===== src/hdl/spa_pkg.sv =====
// ----------------------------------------------------------------------------
// spa_pkg: shared types and constants for the slot pool allocator
// Status codes, sequencer states, the result bundle, fixed field widths and the reset capacity.
// ----------------------------------------------------------------------------
package spa_pkg;

  // Fixed widths of the interface fields.
  localparam int JOB_ID_W = 16;
  localparam int STATUS_W = 2;
  localparam int SLOT_W   = 4;
  localparam int COUNT_W  = 5;
  localparam int CAP_W    = 5;

  // Capacity after reset.
  localparam logic [CAP_W-1:0] CAP_RESET = 5'd16;

  // Result status codes.
  typedef enum logic [STATUS_W-1:0] {
    ST_OK        = 2'd0,
    ST_FULL      = 2'd1,
    ST_NOT_FOUND = 2'd2,
    ST_ZERO_ID   = 2'd3
  } status_t;

  // Sequencer states.
  typedef enum logic [1:0] {
    S_IDLE,
    S_ACQ,
    S_REL
  } state_t;

  // One result beat.
  typedef struct packed {
    status_t              status;
    logic [SLOT_W-1:0]    slot_index;
    logic [COUNT_W-1:0]   active_count;
  } result_t;

endpackage


===== src/hdl/slot_pool_allocator_unit.sv =====
// ----------------------------------------------------------------------------
// slot_pool_allocator_unit: counting-semaphore slot table
// Acquires the lowest free slot for a job id or releases the lowest slot that
// holds it, and reports status, slot and the active count for every request.
// ----------------------------------------------------------------------------
// A request is taken when start is high and busy is low, and exactly one result
// beat follows on out_valid for a single cycle; the receiver cannot stall, so it
// must take every beat as it appears. An id of zero, or an acquire while the
// count has reached capacity, answers in the cycle after the request is taken.
// An acquire walks the occupied flags one slot a cycle and answers at the
// lowest free slot within capacity. A release reads the id memory through its
// single read port one slot a cycle and answers at the lowest slot that holds
// the id, or with not found once every slot is read. Busy falls on the cycle
// the result beat appears, so the next request may be given then. Reset clears
// the occupied flags at once; there is no clearing pass. The user must write
// the capacity only while the block is idle; the block does not enforce it.
module slot_pool_allocator_unit #(
  parameter int SLOTS   = 16,
  parameter int ID_BITS = 16
) (
  input  logic                          clk,
  input  logic                          rst_n,
  input  logic                          start,
  output logic                          busy,
  input  logic                          in_kind,
  input  logic [spa_pkg::JOB_ID_W-1:0]  in_job_id,
  output logic                          out_valid,
  output logic [spa_pkg::STATUS_W-1:0]  out_status,
  output logic [spa_pkg::SLOT_W-1:0]    out_slot_index,
  output logic [spa_pkg::COUNT_W-1:0]   out_active_count,
  input  logic                          cfg_we,
  input  logic [spa_pkg::CAP_W-1:0]     cfg_wdata
);

  localparam int IDX_W = (SLOTS > 1) ? $clog2(SLOTS) : 1;
  localparam int CNT_W = $clog2(SLOTS + 1);

  logic               wr_en;
  logic               clr_en;
  logic [IDX_W-1:0]   wr_addr;
  logic [ID_BITS-1:0] wr_data;
  logic               rd_en;
  logic [IDX_W-1:0]   rd_addr;
  logic [ID_BITS-1:0] rd_data;
  logic [SLOTS-1:0]   occ;
  spa_pkg::result_t   res;

  // Request sequencer.
  spa_ctrl #(
    .SLOTS   (SLOTS),
    .ID_BITS (ID_BITS),
    .IDX_W   (IDX_W),
    .CNT_W   (CNT_W)
  ) u_ctrl (
    .clk       (clk),
    .rst_n     (rst_n),
    .start     (start),
    .in_kind   (in_kind),
    .in_job_id (in_job_id),
    .busy      (busy),
    .cfg_we    (cfg_we),
    .cfg_wdata (cfg_wdata),
    .res_valid (out_valid),
    .res       (res),
    .wr_en     (wr_en),
    .clr_en    (clr_en),
    .wr_addr   (wr_addr),
    .wr_data   (wr_data),
    .rd_en     (rd_en),
    .rd_addr   (rd_addr),
    .rd_data   (rd_data),
    .occ       (occ)
  );

  // Slot id memory and occupied flags.
  spa_slot_mem #(
    .SLOTS   (SLOTS),
    .ID_BITS (ID_BITS),
    .IDX_W   (IDX_W)
  ) u_mem (
    .clk     (clk),
    .rst_n   (rst_n),
    .wr_en   (wr_en),
    .clr_en  (clr_en),
    .wr_addr (wr_addr),
    .wr_data (wr_data),
    .rd_en   (rd_en),
    .rd_addr (rd_addr),
    .rd_data (rd_data),
    .occ     (occ)
  );

  // Result beat onto the output ports.
  assign out_status       = res.status;
  assign out_slot_index   = res.slot_index;
  assign out_active_count = res.active_count;

endmodule


===== src/hdl/spa_slot_mem.sv =====
// ----------------------------------------------------------------------------
// spa_slot_mem: slot id memory with per-slot occupied flags
// One write port and one registered read port; the occupied flags are cleared
// by reset, so a slot whose flag is low reads as free whatever the memory holds.
// ----------------------------------------------------------------------------
module spa_slot_mem #(
  parameter int SLOTS   = 16,
  parameter int ID_BITS = 16,
  parameter int IDX_W   = 4
) (
  input  logic               clk,
  input  logic               rst_n,
  input  logic               wr_en,
  input  logic               clr_en,
  input  logic [IDX_W-1:0]   wr_addr,
  input  logic [ID_BITS-1:0] wr_data,
  input  logic               rd_en,
  input  logic [IDX_W-1:0]   rd_addr,
  output logic [ID_BITS-1:0] rd_data,
  output logic [SLOTS-1:0]   occ
);

  logic [ID_BITS-1:0] mem [SLOTS];
  logic [ID_BITS-1:0] rd_data_r;
  logic [SLOTS-1:0]   occ_r;

  // Id storage: write port and registered read port.
  always_ff @(posedge clk) begin
    if (wr_en) begin
      mem[wr_addr] <= wr_data;
    end
    if (rd_en) begin
      rd_data_r <= mem[rd_addr];
    end
  end

  // Occupied flags: set on an acquire write, cleared on a release.
  always_ff @(posedge clk) begin
    if (!rst_n) begin
      occ_r <= '0;
    end else begin
      if (wr_en) begin
        occ_r[wr_addr] <= 1'b1;
      end
      if (clr_en) begin
        occ_r[wr_addr] <= 1'b0;
      end
    end
  end

  assign rd_data = rd_data_r;
  assign occ     = occ_r;

endmodule


===== src/hdl/spa_ctrl.sv =====
// ----------------------------------------------------------------------------
// spa_ctrl: request sequencer for the slot pool allocator
// Holds the capacity register and the occupied count, scans the occupied flags
// for an acquire and the id memory for a release, and issues one result beat.
// ----------------------------------------------------------------------------
module spa_ctrl #(
  parameter int SLOTS   = 16,
  parameter int ID_BITS = 16,
  parameter int IDX_W   = 4,
  parameter int CNT_W   = 5
) (
  input  logic                          clk,
  input  logic                          rst_n,
  input  logic                          start,
  input  logic                          in_kind,
  input  logic [spa_pkg::JOB_ID_W-1:0]  in_job_id,
  output logic                          busy,
  input  logic                          cfg_we,
  input  logic [spa_pkg::CAP_W-1:0]     cfg_wdata,
  output logic                          res_valid,
  output spa_pkg::result_t              res,
  output logic                          wr_en,
  output logic                          clr_en,
  output logic [IDX_W-1:0]              wr_addr,
  output logic [ID_BITS-1:0]            wr_data,
  output logic                          rd_en,
  output logic [IDX_W-1:0]              rd_addr,
  input  logic [ID_BITS-1:0]            rd_data,
  input  logic [SLOTS-1:0]              occ
);

  // Comparison width wide enough for both the capacity field and the count.
  localparam int CW = (CNT_W > spa_pkg::CAP_W) ? CNT_W : spa_pkg::CAP_W;

  spa_pkg::state_t           state_r, state_nxt;
  logic [ID_BITS-1:0]        id_r, id_nxt;
  logic [CNT_W-1:0]          scan_r, scan_nxt;
  logic [IDX_W-1:0]          cmp_r, cmp_nxt;
  logic                      pend_r, pend_nxt;
  logic [CNT_W-1:0]          cnt_r, cnt_nxt;
  logic [spa_pkg::CAP_W-1:0] cap_r;
  spa_pkg::result_t          res_r, res_nxt;
  logic                      res_vld_r, res_vld_nxt;

  logic [ID_BITS-1:0] id_in;
  logic [CW-1:0]      cap_ext;
  logic [CW-1:0]      cap_eff;
  logic [CW-1:0]      cnt_ext;
  logic [CW-1:0]      scan_ext;
  logic [IDX_W-1:0]   scan_idx;
  logic               hit;

  // The job id is taken at the id width of the table.
  always_comb begin
    id_in = '0;
    for (int b = 0; b < ID_BITS; b++) begin
      if (b < spa_pkg::JOB_ID_W) begin
        id_in[b] = in_job_id[b];
      end
    end
  end

  // Usable capacity is limited to the slots that are built.
  assign cap_ext  = CW'(cap_r);
  assign cap_eff  = (cap_ext > CW'(SLOTS)) ? CW'(SLOTS) : cap_ext;
  assign cnt_ext  = CW'(cnt_r);
  assign scan_ext = CW'(scan_r);
  assign scan_idx = scan_r[IDX_W-1:0];

  // A release hit: the slot read last cycle is occupied and holds the id.
  assign hit = pend_r && occ[cmp_r] && (rd_data == id_r);

  // Capacity register.
  always_ff @(posedge clk) begin
    if (!rst_n) begin
      cap_r <= spa_pkg::CAP_RESET;
    end else if (cfg_we) begin
      cap_r <= cfg_wdata;
    end
  end

  // Sequencer registers.
  always_ff @(posedge clk) begin
    if (!rst_n) begin
      state_r   <= spa_pkg::S_IDLE;
      cnt_r     <= '0;
      res_vld_r <= 1'b0;
      pend_r    <= 1'b0;
    end else begin
      state_r   <= state_nxt;
      cnt_r     <= cnt_nxt;
      res_vld_r <= res_vld_nxt;
      pend_r    <= pend_nxt;
    end
  end

  // Working registers of the current request and the result beat.
  always_ff @(posedge clk) begin
    id_r   <= id_nxt;
    scan_r <= scan_nxt;
    cmp_r  <= cmp_nxt;
    res_r  <= res_nxt;
  end

  // Next state, memory accesses and result.
  always_comb begin
    state_nxt   = state_r;
    id_nxt      = id_r;
    scan_nxt    = scan_r;
    cmp_nxt     = cmp_r;
    pend_nxt    = 1'b0;
    cnt_nxt     = cnt_r;
    res_nxt     = res_r;
    res_vld_nxt = 1'b0;
    wr_en       = 1'b0;
    clr_en      = 1'b0;
    wr_addr     = scan_idx;
    wr_data     = id_r;
    rd_en       = 1'b0;
    rd_addr     = scan_idx;

    case (state_r)
      spa_pkg::S_IDLE: begin
        if (start) begin
          id_nxt   = id_in;
          scan_nxt = '0;
          if (id_in == '0) begin
            res_nxt.status       = spa_pkg::ST_ZERO_ID;
            res_nxt.slot_index   = '0;
            res_nxt.active_count = spa_pkg::COUNT_W'(cnt_r);
            res_vld_nxt          = 1'b1;
          end else if (!in_kind) begin
            if (cnt_ext >= cap_eff) begin
              res_nxt.status       = spa_pkg::ST_FULL;
              res_nxt.slot_index   = '0;
              res_nxt.active_count = spa_pkg::COUNT_W'(cnt_r);
              res_vld_nxt          = 1'b1;
            end else begin
              state_nxt = spa_pkg::S_ACQ;
            end
          end else begin
            state_nxt = spa_pkg::S_REL;
          end
        end
      end

      // Walk the occupied flags for the lowest free slot within capacity.
      spa_pkg::S_ACQ: begin
        if (scan_ext >= cap_eff) begin
          res_nxt.status       = spa_pkg::ST_FULL;
          res_nxt.slot_index   = '0;
          res_nxt.active_count = spa_pkg::COUNT_W'(cnt_r);
          res_vld_nxt          = 1'b1;
          state_nxt            = spa_pkg::S_IDLE;
        end else if (!occ[scan_idx]) begin
          wr_en                = 1'b1;
          cnt_nxt              = cnt_r + 1'b1;
          res_nxt.status       = spa_pkg::ST_OK;
          res_nxt.slot_index   = spa_pkg::SLOT_W'(scan_idx);
          res_nxt.active_count = spa_pkg::COUNT_W'(cnt_r + 1'b1);
          res_vld_nxt          = 1'b1;
          state_nxt            = spa_pkg::S_IDLE;
        end else begin
          scan_nxt = scan_r + 1'b1;
        end
      end

      // Read one slot a cycle and compare the slot read the cycle before.
      spa_pkg::S_REL: begin
        if (hit) begin
          clr_en               = 1'b1;
          wr_addr              = cmp_r;
          cnt_nxt              = cnt_r - 1'b1;
          res_nxt.status       = spa_pkg::ST_OK;
          res_nxt.slot_index   = spa_pkg::SLOT_W'(cmp_r);
          res_nxt.active_count = spa_pkg::COUNT_W'(cnt_r - 1'b1);
          res_vld_nxt          = 1'b1;
          state_nxt            = spa_pkg::S_IDLE;
        end else if (scan_ext == CW'(SLOTS)) begin
          res_nxt.status       = spa_pkg::ST_NOT_FOUND;
          res_nxt.slot_index   = '0;
          res_nxt.active_count = spa_pkg::COUNT_W'(cnt_r);
          res_vld_nxt          = 1'b1;
          state_nxt            = spa_pkg::S_IDLE;
        end else begin
          rd_en    = 1'b1;
          cmp_nxt  = scan_idx;
          pend_nxt = 1'b1;
          scan_nxt = scan_r + 1'b1;
        end
      end

      default: begin
        state_nxt = spa_pkg::S_IDLE;
      end
    endcase
  end

  assign busy      = (state_r != spa_pkg::S_IDLE);
  assign res_valid = res_vld_r;
  assign res       = res_r;

endmodule


===== config.mk =====
export PLATFORM = sky130hd
export DESIGN_NAME = slot_pool_allocator_unit
export DESIGN_NICKNAME = d
export VERILOG_FILES = /design/src/hdl/spa_pkg.sv /design/src/hdl/slot_pool_allocator_unit.sv /design/src/hdl/spa_slot_mem.sv /design/src/hdl/spa_ctrl.sv
export SDC_FILE = /design/constraint.sdc
export NUM_CORES = 1
export LEC_CHECK = 0
export CORE_ASPECT_RATIO = 0.9
export CORE_UTILIZATION = 40
export DETAILED_ROUTE_END_ITERATION = 7
export DONT_BUFFER_PORTS = 1
export MAX_ROUTING_LAYER = met4
export PLACE_DENSITY_LB_ADDON = 0.2
export SYNTH_ARGS = -nofsm -noshare
export SYNTH_HDL_FRONTEND = slang
export SYNTH_SLANG_ARGS = --single-unit
export TNS_END_PERCENT = 20

===== constraint.sdc =====
create_clock -name clk -period 8.8 [get_ports clk]
set_clock_uncertainty 0.2 [all_clocks]
set_input_delay 1.76 -clock clk [delete_from_list [all_inputs] [get_ports clk]]
set_output_delay 1.76 -clock clk [all_outputs]
set_load 0.02 [all_outputs]

# After elaboration in Yosys (flattened, before gate mapping)
# Memories as Yosys holds them, arrays and structs flattened. A register that Yosys moved wholly into a read port is not among the register bits.
# Index checks and enable logic that the tools add are counted.
[word_totals]
register_bits = 66
ram_bits = 256
elab_cells = 117
n_memories = 1
[memory_table]
columns = ["name", "depth", "word_bits", "rd", "rd_clocked_by_memory_dff", "wr", "line", "rtl"]
rows = [
  ["u_mem.mem", 16, 16, 1, 1, 1, "spa_slot_mem.sv:23", "logic [ID_BITS-1:0] mem [SLOTS];"],
]
[classes]
add_sub_neg = 3
order_cmp = 7
n_eq_ne = 17
muxes = 58
bitwise = 5
reduce_logical = 14
[ops]
columns = ["operator", "count"]
rows = [
  ["11-bit 2-to-1 mux", 8],
  ["16-bit 2-to-1 mux", 3],
  ["5-bit 2-to-1 mux", 9],
  ["11-bit case mux with 3 select lines", 1],
  ["1-bit 2-to-1 mux", 20],
  ["16-bit AND", 1],
  ["16-bit equality test", 1],
  ["16-bit zero test", 1],
  ["2-bit 2-to-1 mux", 8],
  ["16-bit NOT", 1],
  ["16-bit bitwise OR", 1],
  ["4-bit by 5-bit < comparator with 1-bit output (second input constant)", 3],
  ["5-bit case mux with 3 select lines", 1],
  ["2-bit inequality test (second input constant)", 6],
  ["6-bit AND reduction", 2],
  ["5-bit by 1-bit adder with 5-bit output (second input constant)", 2],
  ["5-bit greater-or-equal comparator", 2],
  ["5-bit case mux with 2 select lines", 1],
  ["1-bit binary-select mux with 4-bit select", 2],
  ["4-bit 2-to-1 mux", 2],
  ["3-bit by 1-bit inequality test with 1-bit output (second input constant)", 2],
  ["3-bit by 2-bit inequality test with 1-bit output (second input constant)", 2],
  ["2-bit case mux with 3 select lines", 1],
  ["5-bit equality test (second input constant)", 1],
  ["other kinds (18)", 23],
]

# Logic depth before layout (Yosys ltp)
# Gate-level depths: netlist of run 1.
[depth]
depth_word = 15
depth_mapped = 12

# By module
# From an unflattened synthesis of run 1, not the netlist that was laid out.
[hier_totals]
hier_cells = 754
hier_area_um2 = 13793.2
[by_module_without_submodules]
columns = ["mod", "instances", "cells_each", "area_each_um2"]
rows = [
  ["spa_slot_mem", 1, 474, 10762.8],
  ["spa_ctrl", 1, 280, 3030.4],
]

# Worst setup path before layout of run 1
# Ideal clock, no wire load.
[synth_path]
path_kind = "reg2reg"
startpoint = "register u_ctrl.scan_r[0] (netlist: u_ctrl.scan_ext[0])"
endpoint = "register u_mem.occ_r[15] (netlist: u_mem.occ[15])"
setup_time_ps = 63
arrival_time_ps = 4357
required_time_ps = 8537
path_slack_ps = 4180
path_stages_with_launch = 12
cell_sequence = "edfxtp_1 > buf_2 > buf_1 > inv_1 > ha_1 > nor2b_1 > o21ai_0 > a311oi_1 > nand2b_1 > clkbuf_1 > nor3b_1 > o221a_2"
[synth_via]
elab_chain_cells = 11
word_cells_on_any_way = 19
classes_between = "order compare (3); mux (12); bitwise (3); reduce/logical (1)"
[synth_rtl]
columns = ["item", "line", "rtl"]
rows = [
  ["from (decl)", "spa_ctrl.sv:37", "logic [CNT_W-1:0] scan_r, scan_nxt;"],
  ["from (signal assigned)", "spa_ctrl.sv:100", "scan_r <= scan_nxt;"],
  ["4-bit 2-to-1 mux", "spa_ctrl.sv:170", "if (hit) begin"],
  ["4-bit 2-to-1 mux", "spa_ctrl.sv:122", "case (state_r)"],
  ["4-bit by 5-bit < comparator with 1-bit output (not written as such) / 4-bit by 1-bit greater-or-equal comparator with 1-bit output (equally long branches)", "spa_slot_mem.sv:43, spa_slot_mem.sv:46", ""],
  ["1-bit logical AND (not written as such)", "spa_slot_mem.sv:43, spa_slot_mem.sv:46", ""],
  ["1-bit 2-to-1 mux (not written as such)", "spa_slot_mem.sv:43, spa_slot_mem.sv:46", ""],
  ["1-bit demux with 4-bit select", "--", ""],
  ["16-bit bitwise OR (no line)", "--", ""],
  ["16-bit 2-to-1 mux", "spa_slot_mem.sv:42", "if (wr_en) begin"],
  ["16-bit 2-to-1 mux", "spa_slot_mem.sv:39", "if (!rst_n) begin"],
  ["16-bit AND (no line)", "--", ""],
  ["16-bit 2-to-1 mux (*)", "spa_slot_mem.sv:45", "if (clr_en) begin"],
  ["to (signal assigned)", "spa_slot_mem.sv:40", "occ_r <= '0;"],
  ["to (signal, indexed assignment)", "spa_slot_mem.sv:43", "occ_r[wr_addr] <= 1'b1;"],
  ["to (signal, indexed assignment)", "spa_slot_mem.sv:46", "occ_r[wr_addr] <= 1'b0;"],
  ["to (decl)", "spa_slot_mem.sv:25", "logic [SLOTS-1:0] occ_r;"],
]
# Every way passes the cells marked *; elsewhere a longest branch is shown, timed or not. The select of a mux whose other input is x is not followed.
# A chain may end at the register's enable or synchronous reset.

# Worst setup path in the final report of run 1
[layout_path]
startpoint = "register u_ctrl.scan_r[0] (netlist: u_ctrl.scan_ext[0])"
endpoint = "memory u_mem.mem[2][6], enable pin"
[layout_via]
elab_chain_cells = 7
word_cells_on_any_way = 10
classes_between = "order compare (1); mux (9)"
[layout_rtl]
columns = ["item", "line", "rtl"]
rows = [
  ["1-bit binary-select mux with 4-bit select", "spa_ctrl.sv:155", "end else if (!occ[scan_idx]) begin"],
  ["1-bit 2-to-1 mux (not written as such)", "spa_ctrl.sv:155", ""],
  ["1-bit 2-to-1 mux", "spa_ctrl.sv:155", ""],
  ["1-bit 2-to-1 mux", "spa_ctrl.sv:149", "if (scan_ext >= cap_eff) begin"],
  ["1-bit 2-to-1 mux", "spa_ctrl.sv:122", ""],
  ["1-bit 2-to-1 mux", "spa_slot_mem.sv:29", "if (wr_en) begin"],
  ["1-bit 2-to-1 mux (not written as such)", "spa_slot_mem.sv:30", "mem[wr_addr] <= wr_data;"],
  ["to (decl)", "spa_slot_mem.sv:23", ""],
]
# Several ways; a longest one is shown, not always the timed one. The select of a mux whose other input is x is not followed.

==> results.md, run 1 <==
- Mapped Area: 0.0138 mm2
- CTS sink cnt: 338
- CTS root buffer: clkbuf_16
- CTS tree: built
- Grt ovf: 0
- Max Fclk: 181 MHz
- Synth Warn #: 0
- FFs w/ async S/R, synth: 0%
- Seq pwr share: 50.1%
- Comb pwr share: 11.8%
- CP max stage delay: 980 ps
- Clock share of power: 38.0%
- First-pass DRT Iterations: 6
- # Post-CTS Setup Buffers: 0
- Reg area: 0.00985 mm2
- Max-cap violations: 0
- Nets: 803
- Pwr Density: 239 mW/mm2
- Leakage power: 4.97 nW
- CP startpoint: u_ctrl.scan_ext[0]$_SDFFCE_PP0P_
- Post-route ant nets: 0
- Starting Density: 40.7%
- Switching part of the total: 24.5%
- WP buf/inv: 2
- Unrepaired setup endpoints after global routing: false
- Sw Pwr: 920 uW
- Setup crit end kind: flip-flop
- Crit Path Max Fanout: 38
- Crit path kind: reg -> reg
- Peak supply drop: 0.152 mV
- Die X: 198 um
- Row cnt: 64
- Yosys top cell by area: edfxtp_1
- Share of cells above drive strength 1: 25.9%
- Worst EP required: 8720 ps
- Tot Pwr: 3.75 mW
- Die area: 0.0354 mm2
- Setup TNS: 0 ps
- GRT Overall Usage: 19.3%
- Pin count of the biggest net entering global routing: 73
- Final HPWL DP: 20600 um
- Pre-CTS setup slack: 3260 ps
- Slowest CP cell: nor2_2
- Placer Congestion: 0.832
- Syn Inst Count: 732
- First-pass GRT wire length: 47500 um
- DR iter-0 viols: 613
- Period utilisation layout: 62.8%
- Total CTS buffers: 36
- Primary FF master, synth: edfxtp_1
- Worst Tran Pin Value: 1220 ps
- Register area share after synthesis: 71.1%
- CTS resizes: 0
- Via-per-instance ratio: 5.63
- Total Routed Length: 32000 um
- Final min period: 5530 ps
- Hold_sp: u_ctrl.cap_ext[1]$_SDFFE_PN0P_
- Final hold vios: 0
- Slew Viols, Final: 0
- Syn-to-layout area delta: 13.2%
- Slew HR: 16.3%
- Num ports: 39
- Startpoint types: flip-flop
- CP arrival: 5450 ps
- Number of synthesized flops with an enable pin: 308
- Cell variety after synth: 55
- Top-area cell type share of the netlist area: 66.8%
- Worst skew pair latency: 510 ps
- Die height: 179 um
- P_int: 2.83 mW
- Crit-path cells: buf_4 -> inv_1 -> ha_1 -> nor2b_1 -> o21ai_0 -> a311oi_2 -> nand2b_1 -> o21bai_1 -> nor2_2
- Worst Setup Slack, final: 3270 ps
- Initial antenna violation count: 0
- Top cells by area, synth: edfxtp_1, mux4_2, dfxtp_1, ha_1, xor2_1
- Clock transition at path regs: 60 ps
- Fillers: 2805
- Clock tree buffer depth: 3
- Crit path max-delay family: simple AND/OR/NAND/NOR gates
- FF-to-FF Start: u_ctrl.scan_ext[0]$_SDFFCE_PP0P_
- I/O Buffers: 0
- Area of the multi-input gates: 0.00389 mm2
- Worst Hold Class: reg -> reg
- Final Setup Violations: 0
- Core area: 0.0340 mm2
- Yosys reg bits: 338
- H-tree lvl count: 2
- Drc violations: 0
- Vias: 7019
- Per-cell routed wire length: 25.7 um
- Cts hold-fix bufs: 0
- Syn_nets: 776
- N_diodes: 0
- Status: finished clean
- Syn Area/Cell: 18.9 um2
- Vias in the first global route: 7222
-- layout by cell type, fill, tap and decap left out, types with 7 or more instances in the layout --
| cell | instances |
|---|---|
| mux2i_1 | 14 |
| mux4_2 | 87 |
| nor4_1 | 8 |
| nor2b_1 | 7 |
| nand3_1 | 11 |
| nor2_1 | 24 |
| inv_1 | 14 |
| buf_4 | 24 |
| a21oi_1 | 12 |
| o221a_2 | 11 |
| nand2_1 | 23 |
| xor2_1 | 18 |
| clkbuf_16 | 37 |
| ha_1 | 18 |
| dfxtp_1 | 30 |
| o21ai_0 | 18 |
| nor3_2 | 9 |
| edfxtp_1 | 308 |
-- layer usage --
metal	up-vias	GRT usage, %	share of wire (%)
li1	3061	-	-
met1	3701	27.6	46
met2	207	29.6	47
met3	50	2.57	5.3
met4	0	3.88	1.6
met5	-	-	0
-- power groups by stage --
stage,clock network (mW),registers [mW],logic (mW)
2_1_floorplan,0,1.89,0.322
3_3_place_gp,0,1.91,0.447
3_5_place_dp,0,1.92,0.449
4_1_cts,1.46,1.88,0.451
5_1_grt,1.51,1.89,0.479
6_report,1.43,1.88,0.444
-- Yosys cell counts (5+ instances only) --
cell type / instances
nor2_1: 30
o31ai_1: 6
a21oi_1: 12
o221a_2: 11
ha_1: 18
mux4_2: 87
nor2b_1: 7
nand2_1: 23
mux2i_1: 14
o211ai_1: 6
inv_1: 14
a22oi_1: 5
clkbuf_1: 24
edfxtp_1: 308
dfxtp_1: 30
nor3_1: 13
nor4_1: 8
o21ai_0: 18
nand3_1: 11
buf_1: 8
xor2_1: 18
-- state kept, by name, indices dropped and copies added (netlist names) --
signal,cells
u_ctrl.scan_ext,5
u_ctrl.res,11
u_ctrl.pend_r,1
u_ctrl.cnt_ext,5
u_ctrl.state_r,2
u_ctrl.res_valid,1
u_mem.mem,256
u_mem.occ,16
u_ctrl.wr_data,16
u_ctrl.cap_ext,5
u_mem.rd_data,16
u_ctrl.cmp_r,4
-- worst reg2reg max path, stage by stage, from the launching register on --
cell,delay [ps]
edfxtp_1,340
buf_4,590
inv_1,210
ha_1,330
nor2b_1,100
o21ai_0,150
a311oi_2,890
nand2b_1,740
o21bai_1,600
nor2_2,980
-- cells by family after synthesis --
family                     synth area share [%]
DFF                                        71.1
adders and majority gates                  1.63
AOI/OAI and AO/OA                          4.13
and+or+nand+nor                            4.78
xor gates and xnor gates                   1.39
buffers and inverters                      1.43
muxes                                      15.5
-- through the flow --
stage | instance area [um2] | instances | utilization [%] | hold WS [ps]
floorplan | 13800 | 732 | - | 252
detailed placement | 14600 | 1183 | 42.8 | 308
global route | 15700 | 1247 | 46.1 | 369
finish | 15700 | 1247 | 46.1 | 322
global placement | 14600 | 1183 | 42.8 | 281
CTS | 15700 | 1247 | 46.1 | 322
-- cell type report --
cell class              count  area share [%]
clock buffers              43            6.11
clock inverters            21            1.04
inverters                  15           0.359
multi-input cells         344            24.8
flip-flops and latches    338            62.8
well taps                 462            3.69
repair buffers             24            1.15
-- final timing paths --
path                                                  endpoint  slack [ps]  depth (start not counted)
worst max-delay path                 u_mem.mem[2][6]$_DFFE_PP_        3270                          9
worst min-delay path            u_ctrl.cap_ext[1]$_SDFFE_PN0P_         320                          2
worst max register to register       u_mem.mem[2][6]$_DFFE_PP_        3270                          9
worst min register to register  u_ctrl.cap_ext[1]$_SDFFE_PN0P_         320                          2
Power figures use the tool's default switching activity.
==> run 2, diff against run 1 <==
ABC_AREA = 1   (was not set)
clock period = 5 ns   (was 8.8 ns; I/O delays follow)
==> run 2 against run 1 <==
Net effect: global-route usage rose by 2.8 points; worst setup slack worse by 2100 ps; routed wire length increased by 23%; clock-buffer cell count up 2; die area up 4.4%; sequential power increased by 99%; non-clock buffer count shrank 6; combinational power grew to 6.3 times the previous value; synthesized area rose by 4.5%; register-to-register slack lost 2100 ps; fmax is 43% higher; cell count is 43% higher.
==> results.md, run 2 <==
- Primary FF master, synth: edfxtp_1
- Clock share of power: 29.2%
- N_diodes: 0
- P_int: 5.78 mW
- H-tree lvl count: 2
- Layout Utilization: 45.9%
- Peak supply drop: 0.437 mV
- Yosys reg bits: 338
- Drc violations: 0
- Largest register by flop count: u_mem.mem
- Max-cap violations: 0
- Final min period: 3860 ps
- FF-to-FF Start: u_ctrl.scan_ext[0]$_SDFFCE_PP0P_
- Non-filler cells, final: 1783
- Reg-to-Reg End: u_mem.mem[15][8]$_DFFE_PP_
- Slowest CP cell: nor3_4
- Cell variety after synth: 37
- Number of synthesized flops with an enable pin: 308
- Clock transition at path regs: 60 ps
- Crit path kind: reg -> reg
- Status: finished clean
- WHS: 269 ps
- Final HPWL DP: 25900 um
- Most frequent cells in the layout: edfxtp_1, nand2_1, nor2_1
- Share of cells above drive strength 1: 9.28%
- Clock tree buffer depth: 3
- Placer Congestion: 0.976
- Hold Path Sink: u_mem.occ[4]$_SDFF_PN0_
- Count leader, synth: edfxtp_1
- I/O Buffers: 0
- Cts hold-fix bufs: 0
- Sw Pwr: 3.45 mW
- CTS sink cnt: 338
- Post-synth top cells: edfxtp_1, nand2_1, nor2_1
- Vias: 9795
- Die X: 202 um
- Pin count of the biggest net entering global routing: 143
- Die area: 0.0369 mm2
- CP max stage delay: 790 ps
- Period utilisation layout: 77.1%
- First-pass DRT Iterations: 5
- Yosys top cell by area: edfxtp_1
- Worst Tran Pin Value: 1010 ps
- Crit-path cells: inv_4 -> ha_1 -> nand2_1 -> nor2_1 -> a21oi_1 -> nand2_1 -> nor2_2 -> buf_4 -> inv_1 -> nor3_4
- Worst skew pair latency: 530 ps
- Hold_sp: u_mem.occ[4]$_SDFF_PN0_
- CP most frequent cell: nand2_1
- Comb pwr share: 30.2%
- Mapped Area: 0.0145 mm2
- Pwr Density: 570 mW/mm2
- Most common cell after layout, fill and taps aside: edfxtp_1
- Grt ovf: 0
- Row cnt: 65
- Seq pwr share: 40.6%
- Post-Place Cells: 1716
- Worst Hold Class: reg -> reg
- Syn Area/Cell: 11.2 um2
- DR iter-0 viols: 1271
- Per-cell routed wire length: 22.1 um
- Hold Path Cell Cnt: 2
- Reg area: 0.00985 mm2
- Syn_nets: 1331
- Final hold vios: 0
- CP arrival: 3800 ps
- Top cells by area, synth: edfxtp_1, o21ai_0, nand2_1, nor2_1, dfxtp_1
- Total CTS buffers: 37
- Fillers: 3286
- Via-per-instance ratio: 5.49
- Worst R2R Setup Slack: 1140 ps
- FF-to-FF path depth: 10
- Slew Viols, Final: 0
- Die height: 182 um
- Setup crit end kind: flip-flop
- Worst EP required: 4950 ps
- FFs w/ async S/R, synth: 0%
- Starting Density: 41.0%
- Num ports: 39
- Final Setup Violations: 0
- Leakage power: 5.71 nW
- CTS root buffer: clkbuf_16
- Core area: 0.0353 mm2
- Max Fclk: 259 MHz
- # Post-CTS Setup Buffers: 0
- Vias in the first global route: 9049
- Syn Inst Count: 1287
- Synth Warn #: 0
- Syn-to-layout area delta: 11.9%
- CTS tree: built
- Setup TNS: 0 ps
- Startpoint types: flip-flop
- First-pass GRT wire length: 58800 um
- Area of the multi-input gates: 0.00402 mm2
- Top-area cell type share of the netlist area: 63.9%
- CTS resizes: 0
- Nets: 1330
- Switching part of the total: 37.3%
- Slew HR: 32.7%
- Unrepaired setup endpoints after global routing: false
- Post-route ant nets: 0
- Max reg flops: 256
- Crit Path Max Fanout: 75
- GRT Overall Usage: 22.0%
- Register area share after synthesis: 68.1%
- Initial antenna violation count: 0
- Total Routed Length: 39300 um
[run 2: changes by cell type after synthesis, moves of 11 or more]
cell and change:
nand4_1 +28, o221a_2 -11, mux2i_1 -14, nand2_1 +160, o22ai_1 +65, xor2_1 -11
mux4_2 -87, o21ai_0 +138, nand3_1 +48, inv_1 +74, clkbuf_1 +21, nor2_1 +141
a21oi_1 +31
[run 2: per-stage QoR]
step           setup WS (ps)  area, um2  power, mW
3_3_place_gp            1210      15000       6.57
3_5_place_dp            1170      15000       6.57
4_1_cts                 1130      16200       9.26
2_1_floorplan            728      14500       5.49
5_1_grt                  877      16200       9.67
6_report                1140      16200       9.23
[run 2: area by class of cell]
cell class	instances	area share, %
Clock buffer	45	6.16
Clock inverter	22	1.30
Inverter	100	2.33
Multi-Input combinational cell	791	24.8
Sequential cell	338	60.8
Tap cell	469	3.62
Timing Repair Buffer	18	0.912
[run 2: cells by family (layout without fill, tap and decap cells)]
logic type	Yosys count	in the layout	synth area share [%]
AO/OA/AOI/OAI	279	279	10.5
XOR/XNOR	15	15	0.908
adder cells (fa/ha/maj)	18	18	1.56
buffers and inverters	158	185	4.23
flip-flops	338	338	68.1
AND/OR/NAND/NOR	479	479	14.8
[run 2: power groups by stage]
stage	logic [mW]	clock network (mW)	registers [mW]
2_1_floorplan	1.82	0	3.67
3_3_place_gp	2.76	0	3.80
3_5_place_dp	2.77	0	3.81
4_1_cts	2.77	2.74	3.75
5_1_grt	3.06	2.84	3.77
6_report	2.79	2.70	3.75
[run 2: how the worst max path moves through the flow]
| stage | start | to | depth (start not counted) |
|---|---|---|---|
| final | u_ctrl.scan_ext[0]$_SDFFCE_PP0P_ | u_mem.mem[15][8]$_DFFE_PP_ | 10 |
| after CTS | u_ctrl.scan_ext[0]$_SDFFCE_PP0P_ | u_mem.mem[15][0]$_DFFE_PP_ | 10 |
| after detailed placement | u_ctrl.scan_ext[0]$_SDFFCE_PP0P_ | u_mem.mem[15][8]$_DFFE_PP_ | 10 |
| after floorplan | u_ctrl.scan_ext[0]$_SDFFCE_PP0P_ | u_ctrl.res[0]$_DFFE_PP_ | 11 |
| after global routing | u_ctrl.scan_ext[0]$_SDFFCE_PP0P_ | u_mem.mem[15][0]$_DFFE_PP_ | 11 |
| after global placement | u_ctrl.scan_ext[0]$_SDFFCE_PP0P_ | u_mem.mem[15][7]$_DFFE_PP_ | 10 |
[run 2: per-layer routing]
metal / vias up / global-route usage (%) / wire, um
met1: 4790 / 33.7 / 18900
li1: 4568 / - / -
met5: - / - / 0
met3: 54 / 2.61 / 2900
met4: 0 / 5.65 / 880
met2: 383 / 30.9 / 16600
[run 2: critical path, delay by kind of cell (launching register included)]
family                   cells  cell delay (ps)
flip-flops                   1              460
adder cells (fa/ha/maj)      1              350
buffers and inverters        3              890
AO/OA/AOI/OAI                1              310
AND/OR/NAND/NOR              5             1260
